--- config.mk ---
export PLATFORM = sky130hd
export DESIGN_NAME = dependency_mask_dispatcher
export DESIGN_NICKNAME = d
export VERILOG_FILES = /design/src/design/dmd_pkg.sv /design/src/design/dependency_mask_dispatcher.sv /design/src/design/dmd_ctrl.sv /design/src/design/dmd_dpath.sv
export SDC_FILE = /design/constraint.sdc
export NUM_CORES = 2
export LEC_CHECK = 0
export BUFFER_PORTS_ARGS = -buffer_cell sky130_fd_sc_hd__buf_2
export CAP_MARGIN = 20
export CORE_MARGIN = 2
export CORE_UTILIZATION = 60
export DETAILED_ROUTE_END_ITERATION = 12
export PLACE_DENSITY = 0.88
export SETUP_SLACK_MARGIN = 0.4
export SKIP_LAST_GASP = 1
export SLEW_MARGIN = 40
export SYNTH_ARGS = -nofsm -noshare
export SYNTH_HDL_FRONTEND = slang
export SYNTH_SLANG_ARGS = --single-unit
--- constraint.sdc ---
create_clock -name clk -period 6.95 [get_ports clk]
set_clock_uncertainty 0.05 [all_clocks]
set_input_delay 0.695 -clock clk [delete_from_list [all_inputs] [get_ports clk]]
set_output_delay 0.695 -clock clk [all_outputs]
set_load 0.05 [all_outputs]
--- src/design/dmd_pkg.sv ---
// Shared types and constants for the dependency mask dispatcher.
package dmd_pkg;

    localparam int SLOTS_DEFAULT = 32;

    localparam int DEP_W    = 32;
    localparam int STATUS_W = 2;
    localparam int IDX_W    = 5;
    localparam int CNT_W    = 6;

    localparam logic MODE_REGISTER = 1'b0;
    localparam logic MODE_DISPATCH = 1'b1;

    localparam logic [STATUS_W-1:0] STATUS_OK         = 2'd0;
    localparam logic [STATUS_W-1:0] STATUS_FULL       = 2'd1;
    localparam logic [STATUS_W-1:0] STATUS_NONE_READY = 2'd2;

    typedef struct packed {
        logic load_in;
        logic exec;
        logic load_out;
    } dmd_cmd_t;

endpackage

--- src/design/dependency_mask_dispatcher.sv ---
// Top level of the dependency mask dispatcher: sequencer plus datapath.
//
//   channel | handshake              | payload
//   --------+------------------------+--------------------------------------------
//   in      | in_valid / in_ready    | mode, dep_bits
//   out     | out_valid / out_ready  | status, task_index, dispatch_seq,
//           |                        | task_count, all_done, deadlock
//
// Each item passes the exec state, which searches the ready vector and commits
// the step, then the flags state, which evaluates the flags on the updated
// scoreboard. The next input beat is accepted in the flags state if the output
// register is free. Reset clears done bits, task count and sequence counter. A
// stalled output holds the item in the flags state until the output register drains.
module dependency_mask_dispatcher
#(
    parameter int SLOTS = dmd_pkg::SLOTS_DEFAULT
)
(
    input  logic                          clk,
    input  logic                          rst_n,
    input  logic                          in_valid,
    output logic                          in_ready,
    input  logic                          mode,
    input  logic [dmd_pkg::DEP_W-1:0]     dep_bits,
    output logic                          out_valid,
    input  logic                          out_ready,
    output logic [dmd_pkg::STATUS_W-1:0]  status,
    output logic [dmd_pkg::IDX_W-1:0]     task_index,
    output logic [dmd_pkg::IDX_W-1:0]     dispatch_seq,
    output logic [dmd_pkg::CNT_W-1:0]     task_count,
    output logic                          all_done,
    output logic                          deadlock
);
    import dmd_pkg::*;

    dmd_cmd_t cmd;

    dmd_ctrl u_ctrl
    (
        .clk       (clk),
        .rst_n     (rst_n),
        .in_valid  (in_valid),
        .in_ready  (in_ready),
        .out_valid (out_valid),
        .out_ready (out_ready),
        .cmd       (cmd)
    );

    dmd_dpath #(
        .SLOTS (SLOTS)
    ) u_dpath
    (
        .clk          (clk),
        .rst_n        (rst_n),
        .cmd          (cmd),
        .mode         (mode),
        .dep_bits     (dep_bits),
        .status       (status),
        .task_index   (task_index),
        .dispatch_seq (dispatch_seq),
        .task_count   (task_count),
        .all_done     (all_done),
        .deadlock     (deadlock)
    );

endmodule

--- src/design/dmd_ctrl.sv ---
// Sequencer for the dispatcher: handshakes and datapath commands.
module dmd_ctrl
(
    input  logic              clk,
    input  logic              rst_n,
    input  logic              in_valid,
    output logic              in_ready,
    output logic              out_valid,
    input  logic              out_ready,
    output dmd_pkg::dmd_cmd_t cmd
);
    import dmd_pkg::*;

    typedef enum logic [1:0] {
        ST_IDLE,
        ST_EXEC,
        ST_FLAGS
    } state_t;

    state_t state_reg;
    state_t state_next;
    logic   out_valid_reg;
    logic   out_valid_next;
    logic   out_free;
    logic   accept;

    // The output slot can take a new beat if empty or drained this cycle.
    assign out_free = !out_valid_reg || out_ready;
    assign in_ready = (state_reg == ST_IDLE) || ((state_reg == ST_FLAGS) && out_free);
    assign accept   = in_valid && in_ready;

    assign cmd.load_in  = accept;
    assign cmd.exec     = (state_reg == ST_EXEC);
    assign cmd.load_out = (state_reg == ST_FLAGS) && out_free;

    assign out_valid = out_valid_reg;

    always_comb
    begin
        state_next = state_reg;
        unique case (state_reg)
            ST_IDLE:
            begin
                if (accept)
                begin
                    state_next = ST_EXEC;
                end
            end
            ST_EXEC:
            begin
                state_next = ST_FLAGS;
            end
            ST_FLAGS:
            begin
                if (out_free)
                begin
                    state_next = accept ? ST_EXEC : ST_IDLE;
                end
            end
            default:
            begin
                state_next = ST_IDLE;
            end
        endcase

        out_valid_next = out_valid_reg;
        if (cmd.load_out)
        begin
            out_valid_next = 1'b1;
        end
        else if (out_ready)
        begin
            out_valid_next = 1'b0;
        end
    end

    always_ff @(posedge clk or negedge rst_n)
    begin
        if (!rst_n)
        begin
            state_reg     <= ST_IDLE;
            out_valid_reg <= 1'b0;
        end
        else
        begin
            state_reg     <= state_next;
            out_valid_reg <= out_valid_next;
        end
    end

endmodule

--- src/design/dmd_dpath.sv ---
// Task table, done bits, ready search and result registers.
module dmd_dpath
#(
    parameter int SLOTS = dmd_pkg::SLOTS_DEFAULT
)
(
    input  logic                          clk,
    input  logic                          rst_n,
    input  dmd_pkg::dmd_cmd_t             cmd,
    input  logic                          mode,
    input  logic [dmd_pkg::DEP_W-1:0]     dep_bits,
    output logic [dmd_pkg::STATUS_W-1:0]  status,
    output logic [dmd_pkg::IDX_W-1:0]     task_index,
    output logic [dmd_pkg::IDX_W-1:0]     dispatch_seq,
    output logic [dmd_pkg::CNT_W-1:0]     task_count,
    output logic                          all_done,
    output logic                          deadlock
);
    import dmd_pkg::*;

    localparam int TW = $clog2(SLOTS + 1);
    localparam int SW = $clog2(SLOTS);

    // Input beat
    logic             mode_reg;
    logic [DEP_W-1:0] dep_in_reg;

    // Scoreboard
    logic [DEP_W-1:0] dep_reg [SLOTS];
    logic [SLOTS-1:0] done_reg;
    logic [TW-1:0]    total_reg;
    logic [CNT_W-1:0] seq_reg;

    // Step result, held until the flags are known
    logic [STATUS_W-1:0] res_status_reg;
    logic [IDX_W-1:0]    res_index_reg;
    logic [IDX_W-1:0]    res_seq_reg;

    // Output beat
    logic [STATUS_W-1:0] status_reg;
    logic [IDX_W-1:0]    task_index_reg;
    logic [IDX_W-1:0]    dispatch_seq_reg;
    logic [CNT_W-1:0]    task_count_reg;
    logic                all_done_reg;
    logic                deadlock_reg;

    logic [DEP_W-1:0] done_low;
    logic [SLOTS-1:0] live;
    logic [SLOTS-1:0] ready;
    logic [SW-1:0]    pick_idx;
    logic             any_ready;
    logic             every_done;
    logic             table_full;
    logic             do_register;
    logic             do_dispatch;

    genvar gi;

    // Only the low word of done bits can be named in a mask.
    generate
        for (gi = 0; gi < DEP_W; gi++)
        begin : g_done_low
            if (gi < SLOTS)
            begin : g_map
                assign done_low[gi] = done_reg[gi];
            end
            else
            begin : g_zero
                assign done_low[gi] = 1'b0;
            end
        end
    endgenerate

    // A dependency on an unfinished, unregistered or own index never clears.
    generate
        for (gi = 0; gi < SLOTS; gi++)
        begin : g_lane
            assign live[gi]  = (TW'(gi) < total_reg);
            assign ready[gi] = live[gi] && !done_reg[gi]
                               && ((dep_reg[gi] & ~done_low) == '0);
        end
    endgenerate

    always_comb
    begin
        pick_idx = '0;
        for (int k = SLOTS - 1; k >= 0; k--)
        begin
            if (ready[k])
            begin
                pick_idx = SW'(k);
            end
        end
    end

    assign any_ready   = |ready;
    assign every_done  = &(done_reg | ~live);
    assign table_full  = (total_reg == TW'(SLOTS));
    assign do_register = cmd.exec && (mode_reg == MODE_REGISTER) && !table_full;
    assign do_dispatch = cmd.exec && (mode_reg == MODE_DISPATCH) && any_ready;

    always_ff @(posedge clk)
    begin
        if (cmd.load_in)
        begin
            mode_reg   <= mode;
            dep_in_reg <= dep_bits;
        end
    end

    generate
        for (gi = 0; gi < SLOTS; gi++)
        begin : g_table
            always_ff @(posedge clk)
            begin
                if (do_register && (total_reg == TW'(gi)))
                begin
                    dep_reg[gi] <= dep_in_reg;
                end
            end
        end
    endgenerate

    always_ff @(posedge clk or negedge rst_n)
    begin
        if (!rst_n)
        begin
            done_reg <= '0;
        end
        else if (do_dispatch)
        begin
            done_reg[pick_idx] <= 1'b1;
        end
    end

    always_ff @(posedge clk or negedge rst_n)
    begin
        if (!rst_n)
        begin
            total_reg <= '0;
            seq_reg   <= '0;
        end
        else
        begin
            if (do_register)
            begin
                total_reg <= total_reg + TW'(1);
            end
            if (do_dispatch)
            begin
                seq_reg <= seq_reg + CNT_W'(1);
            end
        end
    end

    always_ff @(posedge clk)
    begin
        if (cmd.exec)
        begin
            res_status_reg <= STATUS_OK;
            res_index_reg  <= '0;
            res_seq_reg    <= '0;
            if (mode_reg == MODE_REGISTER)
            begin
                if (table_full)
                begin
                    res_status_reg <= STATUS_FULL;
                end
                else
                begin
                    res_index_reg <= IDX_W'(total_reg);
                end
            end
            else
            begin
                if (any_ready)
                begin
                    res_index_reg <= IDX_W'(pick_idx);
                    res_seq_reg   <= seq_reg[IDX_W-1:0];
                end
                else
                begin
                    res_status_reg <= STATUS_NONE_READY;
                end
            end
        end
    end

    // Flags read the scoreboard after the step has been committed.
    always_ff @(posedge clk)
    begin
        if (cmd.load_out)
        begin
            status_reg       <= res_status_reg;
            task_index_reg   <= res_index_reg;
            dispatch_seq_reg <= res_seq_reg;
            task_count_reg   <= CNT_W'(total_reg);
            all_done_reg     <= every_done;
            deadlock_reg     <= !every_done && !any_ready;
        end
    end

    assign status       = status_reg;
    assign task_index   = task_index_reg;
    assign dispatch_seq = dispatch_seq_reg;
    assign task_count   = task_count_reg;
    assign all_done     = all_done_reg;
    assign deadlock     = deadlock_reg;

endmodule

## Yosys cells after proc, flatten, opt, wreduce, memory -nomap -nowiden

Memory sizes are Yosys's and may differ from the RTL's.
Cells that the tools add are included.

| word-level totals | value |
|---|---|
| bits in registers | 112 |
| memory bits (writable) | 1024 |
| input bits | 37 |
| output and inout port bits | 22 |
| word-level logic and storage cells | 541 |
| memories | 1 |

Memories:

| name | words | width | rd ports | clocked after Yosys merged registers in | wr ports | line | source |
|---|---|---|---|---|---|---|---|
| u_dpath.dep_reg | 32 | 32 | 32 | 0 | 1 | dmd_dpath.sv:29 | `logic [DEP_W-1:0] dep_reg [SLOTS];` |

| cells by class | value |
|---|---|
| add/sub/neg operators | 2 |
| order comparisons | 34 |
| eq/ne operators | 36 |
| muxes and demuxes | 203 |
| bitwise operators | 37 |
| reduce and logical (&&, ||, !) cells | 212 |

Operator list:

| cell | number |
|---|---|
| $and 32x32->32 | 32 |
| $logic_not 32->1 | 32 |
| $reduce_or 32->1 | 32 |
| $mux 32 | 31 |
| $mux 5 | 66 |
| $logic_and 1x1->1 | 104 |
| $mux 1 | 100 |
| $eq 6x5->1 const B | 16 |
| $lt 5x6->1 const A | 16 |
| $not 32->32 | 2 |
| $or 32x32->32 | 2 |
| $eq 6x4->1 const B | 8 |
| $lt 4x6->1 const A | 8 |
| $logic_not 1->1 | 36 |
| $reduce_and 32->1 | 1 |
| $eq 6x3->1 const B | 4 |
| $lt 3x6->1 const A | 4 |
| $add 6x1->6 const B | 2 |
| $eq 6x2->1 const B | 2 |
| $lt 1x6->1 const A | 2 |
| $lt 2x6->1 const A | 2 |
| $mux 2 | 4 |
| $eq 6x1->1 const B | 1 |
| $eq 6x6->1 const B | 1 |
| 13 further kinds | 16 |

## Logic depth before layout (Yosys ltp)

| logic depth | value |
|---|---|
| word-level depth | 41 |
| depth in mapped cells | 17 |
| gate-level depth less buffers | 14 |

## Modules after synthesis

From an unflattened synthesis, not the netlist that was laid out.

| unflattened totals | value |
|---|---|
| cells, all modules | 3082 |
| area, all modules | 46026.6 um^2 |

By module, submodules not included:

| module | instances | cells each | area an instance (um^2) | seq. area each (um^2) |
|---|---|---|---|---|
| dmd_dpath | 1 | 3065 | 45865.2 | 33777.4 |
| dmd_ctrl | 1 | 17 | 161.4 | 75.1 |

## Worst setup path after synthesis

Ideal clock, no wire load.

| path | value |
|---|---|
| path kind | reg-to-reg |
| from | register u_dpath.total_reg[1] |
| to | memory u_dpath.dep_reg[9][0] (netlist: u_dpath.dep_reg[0][288]) (enable) |
| data arrival time | 4.842 ns |
| data required time | 6.398 ns |
| setup slack | 1.557 ns |
| stages on the path, launching flop included | 10 |
| period minus slack after synthesis | 5.393 ns |
| path through | dfrtp_1 -> clkbuf_1 -> inv_1 -> ha_1 -> clkbuf_1 -> nand2b_1 -> o31a_1 -> and2_1 -> nand2_1 -> nor4_1 |

| between the ends | value |
|---|---|
| cells in the longest elaborated chain, start to end | 38 |
| elaborated cells on any way between the ends | 224 |
| those cells by class | eq/ne (32); mux (126); reduce/logical (66) |

Ends and longest elaborated chain:

| what | line | source |
|---|---|---|
| start: declaration | dmd_dpath.sv:31 | `logic [TW-1:0] total_reg;` |
| start signal: assignment | dmd_dpath.sv:147 | `total_reg <= total_reg + TW'(1);` |
| $eq 6x6->1 | dmd_dpath.sv:98 | `assign table_full = (total_reg == TW'(SLOTS));` |
| $logic_not 1->1 | dmd_dpath.sv:99 | `assign do_register = cmd.exec && (mode_reg == MODE_REGISTER) && !table_full;` |
| $logic_and 1x1->1 | dmd_dpath.sv:99 |  |
| $logic_and 1x1->1 | dmd_dpath.sv:116 | `if (do_register && (total_reg == TW'(gi)))` |
| $mux 1 | dmd_dpath.sv:116 |  |
| $mux 1 (implied by the code) | dmd_dpath.sv:118 | `dep_reg[gi] <= dep_in_reg;` |
| $reduce_or 32->1 (no line) | - |  |
| $mux 5 (no line) / $mux 1 (equally long branches) (31 in a row) | - |  |
| end: declaration | dmd_dpath.sv:29 |  |

Several ways; a longest one is shown, not always the timed one.

## Worst setup path after layout

| path | value |
|---|---|
| from | register u_dpath.done_reg[27] (netlist: u_dpath.done_low[27]) |
| to | register u_dpath.done_reg[11] (netlist: u_dpath.done_low[11]) |

| between the ends | value |
|---|---|
| cells in the longest elaborated chain, start to end | 41 |
| elaborated cells on any way between the ends | 139 |
| those cells by class | order compare (2); mux (34); bitwise (34); reduce/logical (69) |

Ends and longest elaborated chain:

| what | line | source |
|---|---|---|
| start: declaration | dmd_dpath.sv:30 | `logic [SLOTS-1:0] done_reg;` |
| start signal: assignment | dmd_dpath.sv:128 | `done_reg <= '0;` |
| start signal: indexed assignment | dmd_dpath.sv:132 | `done_reg[pick_idx] <= 1'b1;` |
| $not 32->32 | dmd_dpath.sv:80 | `&& ((dep_reg[gi] & ~done_low) == '0);` |
| $and 32x32->32 | dmd_dpath.sv:80 |  |
| $logic_not 32->1 | dmd_dpath.sv:80 |  |
| $logic_and 1x1->1 | dmd_dpath.sv:80 |  |
| $mux 5 (32 in a row) | dmd_dpath.sv:89 | `if (ready[k])` |
| $lt 5x6->1 (implied by the code) / $ge 5x1->1 (equally long branches) | dmd_dpath.sv:132 |  |
| $logic_and 1x1->1 (implied by the code) | dmd_dpath.sv:132 |  |
| $mux 1 (implied by the code) | dmd_dpath.sv:132 |  |
| $demux 1 s5 | - |  |
| $or 32x32->32 (no line) | - |  |

Several ways; a longest one is shown, not always the timed one.
A chain may end at the register's enable or synchronous reset.

==> metrics.md <==
| Metric | Value |
|---|---|
| Status | completed |
| Root buf cell | clkbuf_16 |
| Crit path required time | 7490 ps |
| Placeable Area | 68,900 µm² |
| First-pass GRT wire length | 201,000 µm |
| Number of antenna violations at the first check in global routing | 13 |
| Total power draw | 14.2 mW |
| Dpl hpwl | 78,500 µm |
| Seq/Total Area, Yosys | 80.7% |
| Warnings, synthesis | 0 |
| Max FFs per register | 1,024 |
| Placed Cells | 3,362 |
| Crit end category | register |
| Finish-stage setup viols | 0 |
| Drt wl/cell | 41.3 µm |
| Vias in the first global route | 26,800 |
| Total CTS buffers | 103 |
| Critical R2R Launch | u_dpath.done_low[27] |
| Reg-to-reg slack, setup | 1910 ps |
| Met3 WL post-DR | 28,500 µm |
| Fin crit period | 5040 ps |
| CTS tree | yes |
| Site Rows | 96 |
| DP Area | 43,900 µm² |
| Port Buf Inserts | 58 |
| Fillcell total | 4,081 |
| Routability cong. | 1.02 |
| Final Core Density | 68.6% |
| Starting Density | 60.9% |
| Distinct cells, synth | 67 |
| Top-count cell post-synth | edfxtp_1 |
| Switching fraction of total power | 23.1% |
| Capturing point of the worst reg2reg path | u_dpath.done_low[11] |
| Synth Area per Inst | 17.8 µm² |
| RSZ-0062 raised after global routing | false |
| CP startpoint kind | register |
| Asr flop ratio synth | 4.05% |
| Dominant synthesized flop cell | edfxtp_1 |
| Pint | 10.9 mW |
| Clock share of power | 40.2% |
| CP max FO | 19 |
| Switching pwr | 3.28 mW |
| Drt pass-1 iters | 9 |
| # DRC | 0 |
| Slew Viols, Final | 0 |
| Achievable frequency | 198 MHz |
| Gate power share | 5.4% |
| Worst-Skew Late Latency | 700 ps |
| Cell area after layout | 47,300 µm² |
| Clk slew on worst S/H paths | 70 ps |
| Type of the tightest min-delay check | in2reg |
| Synth area leader | edfxtp_1 |
| H-tree Lvls | 3 |
| Die Footprint | 72,100 µm² |
| Final non-filler cell total | 3,562 |
| P&R area growth vs syn | 12.8% |
| Max Cap Viol | 0 |
| Metal2 WL | 61,300 µm |
| # clock sinks | 1,135 |
| Power per cell area | 300 nW/µm² |
| Overflow after GRT | 0 |
| Critical path class | reg2reg |
| Total Routed Length | 147,000 µm |
| EDFF count, synth | 1,089 |
| Iteration-0 DRC count of the detailed router | 6,575 |
| Crit path from | u_dpath.done_low[27] |
| Static leakage | 15.7 nW |
| Nets | 2,580 |
| Post-CTS Setup Inserts | 0 |
| Most area-consuming cells after synthesis | edfxtp_1, a22oi_1, dfrtp_1 |
| Worst slew margin | 35.9% |
| Yosys reg bits | 1,135 |
| Period utilization | 72.6% |
| Reg power frac | 54.4% |
| Die W | 268 µm |
| CTS max path bufs | 3 |
| DR vias | 28,000 |
| GRT Total Usage | 41.0% |
| Syn_nets | 2,400 |
| Max VDD drop | 0.229 mV |
| Largest net degree at the start of global routing | 47 |
| Vias per cell | 7.86 |
| Die Ht | 268 µm |
| Synth top cells by count | edfxtp_1, a22oi_1, nor2b_1 |
| Metal-1 WL | 43,800 µm |
| Synth Instances | 2,359 |
| Post-DRT Antenna Nets | 0 |
| Share of Yosys cell area claimed by the top area cell type | 77.9% |
| Worst setup path end | u_dpath.done_low[11] |
| Mapped Area | 42,000 µm² |
| Slew @ Worst Pin | 960 ps |
| R2R cell count | 13 |
| IO Pins | 59 |
| Hold Violations, Final | 0 |
| Critical Path AT | 5580 ps |
| Top sig layer | met5 |
| Layout cell share with drive strength beyond 1 | 15.4% |
| TNS Setup | 0 ps |
## final cells by class
cell class                 count  area [µm²]  area share, %
timing repair buffer         178        1200           2.54
clock buffer                 123        2710           5.72
sequential                  1135       33900           71.6
inverter                      46         173          0.365
antenna                       10        25.0         0.0529
tap                          931        1160           2.46
multi-input combinational   1075        7560           16.0
clock inverter                64         629           1.33
## layer usage
| layer | global-route usage (%) | vias to the layer above |
|---|---|---|
| met5 | 1.08 | - |
| met4 | 27.6 | 14 |
| met3 | 17.1 | 1020 |
| met2 | 58.5 | 3757 |
| met1 | 51.6 | 13200 |
| li1 | - | 10000 |
## cell families (layout without fill, tap and decap cells)
kind of cell / Yosys count / count (layout) / synth area share, %
xor gates and xnor gates: 8 / 8 / 0.167
buffers and inverters: 149 / 411 / 1.70
muxes: 1 / 1 / 0.0268
other: 0 / 10 / 0
DFF: 1135 / 1135 / 80.7
and+or+nand+nor: 488 / 488 / 6.93
AOI/OAI and AO/OA: 574 / 574 / 10.4
adders and majority gates: 4 / 4 / 0.119
## worst max-delay path, stage by stage, from the launching register on
cell	delay, ps
dfrtp_1	550
inv_2	470
buf_4	410
a2111oi_0	800
nand4_1	320
nor4_1	530
nand2b_1	280
a31oi_1	90
nor2_1	180
o41ai_1	110
a311oi_2	270
buf_4	270
nand2b_1	250
o31ai_1	310
## power groups by stage
stage                     Sequential [mW]  Clock (mW)  Combinational [mW]
final                                7.73        5.71               0.770
after detailed placement             7.86           0               0.706
after global routing                 7.73        5.91               0.759
after CTS                            7.72        5.67               0.712
after global placement               7.85           0               0.690
after floorplan                      7.92           0               0.250
## through the flow
| stage | hold WS, ps | setup WS (ps) |
|---|---|---|
| floorplan | 349 | 1560 |
| global placement | 351 | 2240 |
| detailed placement | 357 | 2260 |
| CTS | 109 | 2240 |
| global route | 123 | 2020 |
| finish | 122 | 1910 |
## repair_timing
action / 4_1_cts / 5_1_grt
resized for setup: 0 / 0
setup endpoints to repair: 0 / 0
endpoints found under the hold margin: 10 / 0
hold buffers: 1 / 0
## worst min-delay path by stage
stage / from / to / slack [ps] / cells after the start
2_1_floorplan: rst_n / u_ctrl.out_valid / 350 / 0
3_3_place_gp: u_dpath.res_index_reg[3] / u_dpath.task_index[3] / 350 / 0
3_5_place_dp: u_dpath.res_index_reg[4] / u_dpath.task_index[4] / 360 / 0
4_1_cts: dep_bits[15] / u_dpath.dep_in_reg[15] / 110 / 1
5_1_grt: dep_bits[29] / u_dpath.dep_in_reg[29] / 120 / 1
6_report: dep_bits[15] / u_dpath.dep_in_reg[15] / 120 / 1
## cell usage in the layout (no fill, tap or decap), types with 7 or more instances in the layout
cell type     n
nor3_2       13
clkbuf_16   105
clkbuf_1     17
nor2_1       35
a2111o_1     18
bufinv_16    10
buf_2        57
inv_1        15
inv_2        31
xnor2_1       7
a21o_1       16
clkinv_2     19
a22o_1       31
nor2_2       17
nand4_1      83
dfrtp_1      46
nor2b_1     151
nor4_1       15
a2111oi_0    31
and4_1       32
o21ai_1      19
or4_1         8
clkinv_1     24
nor3_1       11
nand2b_1     13
buf_4       118
nand2_1      47
nand3_1      16
a221oi_1     19
a22oi_1     357
edfxtp_1   1089
and2_1       13
o21ai_0      20
diode_2      10
a21oi_1      28
(Power assumes the default switching activity.)
